**src/hw/rtl/wumm_pkg.sv**
```systemverilog
// ----------------------------------------------------------------------------
// wumm_pkg
// Shared constants and types for the windowed usage min/max/mean block.
// ----------------------------------------------------------------------------
package wumm_pkg;

  localparam int FIELD_W           = 16;  // width of every sample and result field
  localparam int CFG_W             = 7;   // width of the window length register
  localparam int NUM_CH            = 3;   // idle, user, kernel
  localparam int DEF_HISTORY_DEPTH = 64;
  localparam int DEF_FRACTION_BITS = 16;
  localparam int WINDOW_RESET      = 16;

  // per-cycle command to every cell of the sample chain
  typedef struct packed {
    logic push;    // shift toward the tail, new sample enters cell 0
    logic rotate;  // shift toward cell 0, cell 0 wraps to the tail
  } wumm_cell_ctl_t;

endpackage

```
**src/hw/rtl/wumm_cell.sv**
```systemverilog
// ----------------------------------------------------------------------------
// wumm_cell
// One entry of the sample chain: holds one packed sample, takes its left
// neighbor on push and its right neighbor on rotate.
// ----------------------------------------------------------------------------
module wumm_cell import wumm_pkg::*; #(
  parameter int W = 3 * DEF_FRACTION_BITS
) (
  input  logic           clk,
  input  wumm_cell_ctl_t ctl,
  input  logic [W-1:0]   prev_data,
  input  logic [W-1:0]   next_data,
  output logic [W-1:0]   data
);

  always_ff @(posedge clk) begin
    if (ctl.push) begin
      data <= prev_data;
    end else if (ctl.rotate) begin
      data <= next_data;
    end
  end

endmodule

```
**config.mk**
```make
export PLATFORM = sky130hd
export DESIGN_NAME = wumm_cell
export DESIGN_NICKNAME = d
export VERILOG_FILES = /design/src/hw/rtl/wumm_pkg.sv /design/src/hw/rtl/wumm_cell.sv
export SDC_FILE = /design/constraint.sdc
export NUM_CORES = 1
export LEC_CHECK = 0
export ABC_AREA = 1
export BUFFER_PORTS_ARGS = -buffer_cell sky130_fd_sc_hd__buf_2
export CAP_MARGIN = 20
export CORE_UTILIZATION = 45
export CTS_BUF_LIST = sky130_fd_sc_hd__clkbuf_2 sky130_fd_sc_hd__clkbuf_4 sky130_fd_sc_hd__clkbuf_8
export CTS_CLUSTER_DIAMETER = 120
export DETAILED_ROUTE_END_ITERATION = 10
export PLACE_DENSITY = 0.87
export SLEW_MARGIN = 20
export SYNTH_ARGS = -nofsm -noshare
export SYNTH_HDL_FRONTEND = slang
export SYNTH_SLANG_ARGS = --single-unit
```
**constraint.sdc**
```tcl
create_clock -name clk -period 4.3 [get_ports clk]
set_input_delay 0.215 -clock clk [delete_from_list [all_inputs] [get_ports clk]]
set_output_delay 0.215 -clock clk [all_outputs]
set_load 0.005 [all_outputs]
```
======== Word-level counts from Yosys, hierarchy flattened ========
Cells that the tools add are included.
cells by class
  multiplexer cells ....................... 2
  reductions and logical operators ........ 1
operators with widths
  operator            count
  48-bit two-way mux  2
  2-bit nonzero test  1
word-level totals
  register bits ........................... 48
  input port bits ......................... 99
  output and inout port bits .............. 48
  logic and storage cells ................. 4

======== Longest topological paths before layout ========
  depth in word-level cells ............... 2
  gate-level depth with buffers ........... 6
  depth with buffers taken out ............ 3

======== Worst setup path before layout ========
OpenSTA, ideal clock, no wires.
  path kind ............................... input -> register
  start point ............................. input port ctl[1] in the netlist's numbering
  end point ............................... register data[0], enable pin
  library setup time ...................... 0.408 ns
  arrival ................................. 1.563 ns
  required time ........................... 3.892 ns
  setup slack ............................. 2.329 ns
  stages on the path ...................... 3
  path buffers ............................ 2
  cell sequence ........................... buf_2 buf_6 or2_1
on the way
  longest elaborated chain between the ends .. 1
RTL lines
  element                              line             text
  from (decl)                          wumm_cell.sv:10  input wumm_cell_ctl_t ctl,
  2-bit nonzero test (no source line)  --
  to (signal assigned)                 wumm_cell.sv:18  data <= prev_data;
  to (signal assigned)                 wumm_cell.sv:20  data <= next_data;
  to (decl)                            wumm_cell.sv:13  output logic [W-1:0] data
Every way passes these cells.
A chain may end at the register's enable or synchronous reset.

======== Final worst setup path ========
  start point ............................. input port ctl[1] in the netlist's numbering
  end point ............................... register data[3], enable pin
Same word-level chain as after synthesis.

==> results.sh <==
export IMPL_synthToLayoutAreaGrowth_pct=38.8
export IMPL_setup_viol=0
export IMPL_holdWs_ps=178
export IMPL_grt_overflow_total=0
export IMPL_vdd_drop_max_v=0.000179
export IMPL_worst_pin_slew_ps=726
export IMPL_die_area_um2=4890
export IMPL_std_cell_rows=24
export IMPL_drive_gt1_share_pct=44.7
export IMPL_layout_commonest_cell="buf_2"
export IMPL_die_w_um=69.9
export IMPL_cts_root_buffer="clkbuf_8"
export IMPL_ant_nets=0
export IMPL_power_density_nw_per_um2=344
export IMPL_grt_pass1_vias=1648
export IMPL_total_power_w=0.000992
export IMPL_cts_hold_buf=0
export IMPL_min_to="data[14]"
export IMPL_cts_htree_levels=2
export IMPL_start_kind="primary input"
export IMPL_rsz0062_at_grt="no"
export IMPL_synth_top_area_share_pct=69.5
export IMPL_post_cts_buffers=0
export IMPL_avgSynthCellArea_um2=10.1
export IMPL_syn_area_um2=2070
export IMPL_finalMaxSlewViolations=0
export IMPL_cp_required_ps=4230
export IMPL_outcome="finished, final reports clean"
export IMPL_clock_sinks=48
export IMPL_largest_register="data"
export IMPL_maxSlewHeadroom_pct=51.5
export IMPL_synth_seq_area_share_pct=69.5
export IMPL_postSynthCellCount=205
export IMPL_period_needed_ps=1430
export IMPL_gp_congestion=0.740
export IMPL_yosys_top_cells_area="edfxtp_1 69%, nand2_1 26%, buf_6 2.2%"
export IMPL_wl_per_cell_um=10.8
export IMPL_min_from="next_data[14]"
export IMPL_grt_pass1_wl_um=6870
export IMPL_cts_tree="built"
export IMPL_top_regs="data x48"
export IMPL_cts_resized_gates=0
export IMPL_coreArea_um2=4380
export IMPL_synthesis_nets=304
export IMPL_crit_arrival_ps=1370
export IMPL_p_leak_nw=1.55
export IMPL_start_util_pct=47.3
export IMPL_first_pass_iters=4
export IMPL_antenna_found_initial=0
export IMPL_min_path_cells=3
export IMPL_ys_ff_latch=48
export IMPL_drv_cap=0
export IMPL_drc=0
export IMPL_diodes=0
export IMPL_cpMaxStageDelayCell="or2_4"
export IMPL_viasPerCell=4.54
export IMPL_cp_top_family="simple AND/OR/NAND/NOR gates"
export IMPL_largest_reg_flops=48
export IMPL_yosys_area_top_type="edfxtp_1"
export IMPL_drt_iter0_markers=139
export IMPL_path_class="in -> reg"
export IMPL_synth_cell_types=7
export IMPL_vias=1822
export IMPL_tns_ps=0
export IMPL_layout_common_cells="146 x buf_2, 144 x nand2_1, 48 x edfxtp_1, 5 x clkbuf_8, 2 x clkinv_2"
export IMPL_critPathBufInv=2
export IMPL_cts_buffers=5
export IMPL_period_share_pct=33.4
export IMPL_clk_path_buf_depth=2
export IMPL_hold_path_class="in -> reg"
export IMPL_synth_warnings=0
export IMPL_io_buffers=146
export IMPL_path_cells="buf_2 -> buf_4 -> or2_4"
export IMPL_end_kind="register"
export IMPL_finalHoldViolations=0
export IMPL_die_h_um=69.9
export IMPL_cp_slowest_stage_delay_ps=640
export IMPL_place_inst=393
export IMPL_cts_clk_slew_worst_paths_ps=80
export IMPL_nets=447
export IMPL_fmax_ghz=0.697
export IMPL_critPathMaxFanout=50
export IMPL_finalWirelength_um=4330
export IMPL_grt_max_degree=51
export IMPL_ios=147
export IMPL_track_usage_pct=18.1
export IMPL_fin_cells=401
[logic make-up after synthesis]
logic type    synth area share [%]
buf+inv                       4.16
flops                         69.5
simple gates                  26.4
[layout make-up]
class,instances,area (um2)
clock inverter,3,13.8
clock buffer,5,68.8
inverter,1,3.75
sequential,48,1440
tap,52,65.1
multi-input combinational,145,549
fill,338,1500
timing repair buffer,147,738
[per-stage QoR]
step           util, %  setup slack (ps)  area [um2]
2_1_floorplan        -              2330        2070
3_3_place_gp      63.8              2310        2800
3_5_place_dp      63.8              2190        2800
4_1_cts           65.6              2520        2880
5_1_grt           65.7              2780        2880
6_report          65.7              2870        2880
[how the worst max path moves through the flow]
stage,start,to,depth (start not counted)
detailed placement,ctl[1],data[15],3
finish,ctl[1],data[3],3
global route,ctl[1],data[10],3
floorplan,ctl[1],data[0],3
CTS,ctl[1],data[30],3
global placement,ctl[1],data[24],3
[synthesized netlist by cell type]
cell type and number:
or2_1 1, buf_2 6, edfxtp_1 48, buf_6 4
nand2_1 144, inv_2 1, buf_4 1
[report_power, final]
group | internal [W] | leakage (nW) | switching [W]
Combinational | 0.0000794 | 1.01 | 0.0000774
Sequential | 0.000574 | 0.494 | 0.0000114
Clock | 0.000110 | 0.0453 | 0.000139
[layer usage]
layer | wire, um | share of wire, % | global-route usage (%) | up-vias
li1 | - | - | - | 936
met1 | 1660 | 38 | 19.2 | 786
met2 | 2210 | 51 | 32.8 | 93
met3 | 384 | 8.9 | 6.35 | 7
met4 | 73 | 1.7 | 6.89 | 0
met5 | 0 | 0 | 0 | -
Power figures use the tool's default switching activity.
