$ cat config.mk
export PLATFORM = sky130hd
export DESIGN_NAME = wumm_div
export DESIGN_NICKNAME = d
export VERILOG_FILES = /design/src/hw/rtl/wumm_pkg.sv /design/src/hw/rtl/wumm_div.sv
export SDC_FILE = /design/constraint.sdc
export NUM_CORES = 1
export LEC_CHECK = 0
export BUFFER_PORTS_ARGS = -buffer_cell sky130_fd_sc_hd__buf_2
export CAP_MARGIN = 15
export CORE_MARGIN = 2
export CORE_UTILIZATION = 40
export DETAILED_ROUTE_END_ITERATION = 8
export REMOVE_ABC_BUFFERS = 1
export SYNTH_ARGS = -nofsm -noshare
export SYNTH_HDL_FRONTEND = slang
export SYNTH_SLANG_ARGS = --single-unit
$ cat constraint.sdc
create_clock -name clk -period 2.8 [get_ports clk]
set_input_delay 0.42 -clock clk [delete_from_list [all_inputs] [get_ports clk]]
set_output_delay 0.42 -clock clk [all_outputs]
set_load 0.03 [all_outputs]
$ cat src/hw/rtl/wumm_pkg.sv
// ----------------------------------------------------------------------------
// wumm_pkg
// Shared constants and types for the windowed usage min/max/mean block.
// ----------------------------------------------------------------------------
package wumm_pkg;

  localparam int FIELD_W           = 16;  // width of every sample and result field
  localparam int CFG_W             = 7;   // width of the window length register
  localparam int NUM_CH            = 3;   // idle, user, kernel
  localparam int DEF_HISTORY_DEPTH = 64;
  localparam int DEF_FRACTION_BITS = 16;
  localparam int WINDOW_RESET      = 16;

  // per-cycle command to every cell of the sample chain
  typedef struct packed {
    logic push;    // shift toward the tail, new sample enters cell 0
    logic rotate;  // shift toward cell 0, cell 0 wraps to the tail
  } wumm_cell_ctl_t;

endpackage

$ cat src/hw/rtl/wumm_div.sv
// ----------------------------------------------------------------------------
// wumm_div
// Restoring unsigned divider, one quotient bit per cycle.
// ----------------------------------------------------------------------------
module wumm_div import wumm_pkg::*; #(
  parameter int NUM_W = 22,
  parameter int DEN_W = 7
) (
  input  logic             clk,
  input  logic             rst,
  input  logic             start,
  input  logic [NUM_W-1:0] num,
  input  logic [DEN_W-1:0] den,
  output logic [NUM_W-1:0] quo,
  output logic             done
);

  localparam int CNT_W = (NUM_W > 1) ? $clog2(NUM_W) : 1;

  logic             busy;
  logic [CNT_W-1:0] cnt;
  logic [DEN_W-1:0] rem;
  logic [DEN_W-1:0] den_q;
  logic [DEN_W:0]   trial;
  logic             ge;
  logic [DEN_W-1:0] rem_next;
  logic [NUM_W-1:0] quo_next;

  always_comb begin
    trial    = {rem, quo[NUM_W-1]};
    ge       = trial >= {1'b0, den_q};
    rem_next = ge ? DEN_W'(trial - {1'b0, den_q}) : trial[DEN_W-1:0];
    quo_next = {quo[NUM_W-2:0], ge};
  end

  always_ff @(posedge clk) begin
    if (rst) begin
      busy <= 1'b0;
      done <= 1'b0;
      cnt  <= '0;
    end else if (start) begin
      busy <= 1'b1;
      done <= 1'b0;
      cnt  <= '0;
    end else if (busy) begin
      cnt <= cnt + 1'b1;
      if (cnt == CNT_W'(NUM_W - 1)) begin
        busy <= 1'b0;
        done <= 1'b1;
      end
    end
  end

  always_ff @(posedge clk) begin
    if (start) begin
      quo   <= num;
      rem   <= '0;
      den_q <= den;
    end else if (busy) begin
      quo <= quo_next;
      rem <= rem_next;
    end
  end

endmodule

# After elaboration in Yosys (flattened, before gate mapping)

Cells that the tools add are included.
W data, S select, Z words.

Register bits: 43
Input bits: 32
Output and inout port bits: 23
Logic and storage cells: 19

Add/subtract/negate cells: 2
Order comparisons: 1
Eq/ne operators: 1
Mux-type cells: 6
Reduce and logical (&&, ||, !) cells: 3

Operator list:

| kind                  | count |
|---|---|
| $mux W22              | 2 |
| $ge A8 B7 Y1          | 1 |
| $mux W7               | 1 |
| $sub A7 B7 Y7         | 1 |
| $add A5 B1 Y5 const B | 1 |
| $eq A5 B5 Y1 const B  | 1 |
| $mux W1               | 3 |
| $reduce_and A2 Y1     | 1 |
| $reduce_bool A2 Y1    | 1 |
| $reduce_or A2 Y1      | 1 |

# Longest topological paths before layout

Depth after elaboration: 4
Depth in mapped cells: 9
Mapped depth without buffers: 7

# Worst setup path before layout

No wires, ideal clock.

Path type: flip-flop to flip-flop
From: register quo[21]
To: register rem[2]
Library setup time: 88 ps
Arrival time: 2352 ps
Required time: 2712 ps
Path slack: 360 ps
Stages on the path, launching flop included: 10
Buffers on the path: 2
Clock period less this slack: 2440 ps
Path through: edfxtp_1 -> inv_1 -> ha_1 -> fa_1 -> nand2b_2 -> a211o_1 -> buf_6 -> and3_1 -> buf_6 -> a311oi_2

Longest elaborated chain between the ends: 2
Elaborated cells on any way between the ends: 3

Ends and longest elaborated chain:

| element                                       | RTL line                       | source |
|---|---|---|
| from (decl)                                   | wumm_div.sv:14                 | `output logic [NUM_W-1:0] quo,` |
| from (signal assigned)                        | wumm_div.sv:56                 | `quo <= num;` |
| from (signal assigned)                        | wumm_div.sv:60                 | `quo <= quo_next;` |
| $sub A7 B7 Y7 or $ge A8 B7 Y1 (tied branches) | wumm_div.sv:32, wumm_div.sv:31 |  |
| $mux W7 *                                     | wumm_div.sv:32                 | `rem_next = ge ? DEN_W'(trial - {1'b0, den_q}) : trial[DEN_W-1:0];` |
| to (signal assigned)                          | wumm_div.sv:61                 | `rem <= rem_next;` |
| to (decl)                                     | wumm_div.sv:22                 | `logic [DEN_W-1:0] rem;` |

Every way passes the cells marked *; elsewhere a longest branch is shown, timed or not.
A chain may end at the register's enable or synchronous reset.

# Worst setup path after layout

From: register quo[21]
To: register rem[0]

The elaborated chain is that of the path after synthesis.

==> metrics.cfg <==
[outcome]
status=completed

[global_routing]
grt_pass1_wl_um=7290
gr-total-overflow=0
top_usage_layer=met2
grt_util_met3_pct=4.89
grt_max_degree=33
grt_antenna_before_repair=0
grtUsageMet1_pct=20.3
use_met2_pct=21.8
grt.total_usage_pct=14.9
grt_pass1_vias=1619

[synth]
ys.flop_type=edfxtp_1
synth-seq-cells=43
synth-xor-area-share_pct=2.73
yosys-top-cells-area=edfxtp_1 (39%), dfxtp_1 (12%), mux2_2 (11%), ha_1 (5.0%), nor2_1 (2.5%)
synth_fa_ha_area_share_pct=5.90
synthesis.area_mm2=0.00225
synth_edf_count=29
synth_area_leader_cell=edfxtp_1
yosys_warnings=0
ys_async_sr_fraction_pct=0
yosysMostFrequentCell=edfxtp_1
synthCells=189
synth_compound_area_share_pct=12.1
syn_avg_cell_area_um2=11.9
synth.area.mux_share_pct=11.0
synth_top_family_by_area=simple AND/OR/NAND/NOR gates
yosysTopAreaCellShare_pct=38.7
synthTopCellsByCount=edfxtp_1 (29), mux2_2 (21), nor2_1 (15)
synth-simple-area-share_pct=12.5
seq_area_frac_synth_pct=51.2
synth.distinct_cells=47

[clocking]
clock_latency_ns=0.30
cts_resized=0
cts_setup_buffers=0
cts_buffers=5
cts.sinks=43
clk_pin_slew_ns=0.08
hold_buffers=0
tritoncts=built
root_buffer=clkbuf_8
cts_max_path_buffers=2
htreeDepth=2

[timing]
fin_skew_ns=0.00726
setup_violations=0
worst_slew_pin_slew_ns=0.606
rsz0062_at_grt=false
period_needed_ns=2.35
hold_violations=0
fmax_mhz=426
slew_headroom_pct=59.6
drv_slew=0
fin_setup_tns_ns=0
setup_ws_ns=0.450
fin_crit_sh_pct=83.9
hold_ws_ns=0.278

[die]
core_area_mm2=0.00547
row_count=27
initial_core_util_pct=41.1
fp.dieW_um=79.0
dieArea_mm2=0.00624
dieHeight_um=79.0
boundaryPins=55

[placed_design]
pre_cts_slack_ns=0.480
gp_congestion=0.800
dp_hpwl_um=3020
port_buffers=54

[cells_and_area]
num-fill-cells=534
antenna_cells=0
nets=284
fin_util_pct=49.3
drive_gt1_share_pct=39.9
areaGrowthSynthToFinish_pct=19.9
multi_input_area_um2=992
seqCellArea_mm2=0.00115

[power]
total_power_uw=1580
vdd_ir_drop_max_v=0.000435
leakage_uw=0.00111
p_per_area_mw_per_mm2=588

[routing]
ant_nets=0
drc=0
vias_per_cell=5.21
drtIter0Drc=76
wl_um=4220
drt_pre_antenna_iters=4
routedWlPerCell_um=13.4
via_count=1640

[worst_hold_path]
hp-class=input pin to flop

[worst_setup_path]
required_ns=3.01
crit_fanout=9
crit_arrival_ns=2.56
start_kind=flop
worstSetupEndpointType=flop
worst-setup-path-type=flop to flop

[run]
drv_cap=0

[path summary, 6_finish.rpt]
| check | to | cells past startpoint | start | slack (ns) |
|---|---|---|---|---|
| max reg2reg | rem[0] | 7 | quo[21] | 0.45 |
| max | rem[0] | 7 | quo[21] | 0.45 |
| min reg2reg | done | 2 | done | 0.47 |
| min | busy | 2 | rst | 0.28 |
[flip-flops by register name, summed over array words and instances (netlist names)]
signal and flops:
quo 22, done 1, den_q 7, rem 7
busy 1, cnt 5
[layout by cell type (no fill, tap or decap), types with 3 or more instances in the layout]
| cell | n |
|---|---|
| a211oi_1 | 3 |
| a41oi_1 | 4 |
| buf_2 | 54 |
| buf_4 | 3 |
| clkbuf_8 | 5 |
| dfxtp_1 | 14 |
| edfxtp_1 | 29 |
| ha_1 | 9 |
| inv_1 | 13 |
| mux2_2 | 21 |
| nand2_1 | 7 |
| nand2b_1 | 3 |
| nand4_1 | 4 |
| nor2_1 | 15 |
| nor2b_1 | 3 |
| nor3b_1 | 6 |
| o21ai_0 | 4 |
| or2_2 | 3 |
| xnor2_1 | 4 |
| xor2_1 | 3 |
[cell families (layout without fill, tap and decap cells)]
group           count (synthesis)  in the layout
flops                          43             43
xor+xnor                        7              7
fa+ha+maj                      10             10
simple gates                   51             51
compound gates                 32             32
buf+inv                        24             78
mux                            22             22
[routing by layer]
layer  up-vias  share of wire [%]
met1       775                 48
met3        11                6.1
met4         0                2.2
met2        48                 43
li1        806                  -
met5         -                  0
[metrics by stage]
step	area (um^2)	cells
floorplan	2190	178
finish	2700	315
global route	2700	315
global placement	2570	307
CTS	2700	315
detailed placement	2570	307
[worst max-delay path, cell delays in order, from the launching register on]
cell and delay (ns):
edfxtp_1 0.35, inv_1 0.07, ha_1 0.23, fa_1 0.40
nand2b_2 0.22, a211o_1 0.38, and3_1 0.34, a311oi_2 0.28
[layout make-up]
| class | instances | share of cell area (%) |
|---|---|---|
| Multi-Input combinational cell | 122 | 36.8 |
| Clock buffer | 8 | 4.55 |
| Tap cell | 72 | 3.34 |
| Sequential cell | 43 | 42.7 |
| Timing Repair Buffer | 57 | 10.9 |
| Inverter | 13 | 1.81 |
[report_power, final]
part           leakage [uW]  internal (uW)  switching [uW]  total, uW
logic              0.000645            129             191        320
clock network     0.0000618            285             213        497
registers          0.000404            739            29.4        768
total               0.00111           1150             433       1580
No activity file was read; power rests on OpenSTA's default activity.
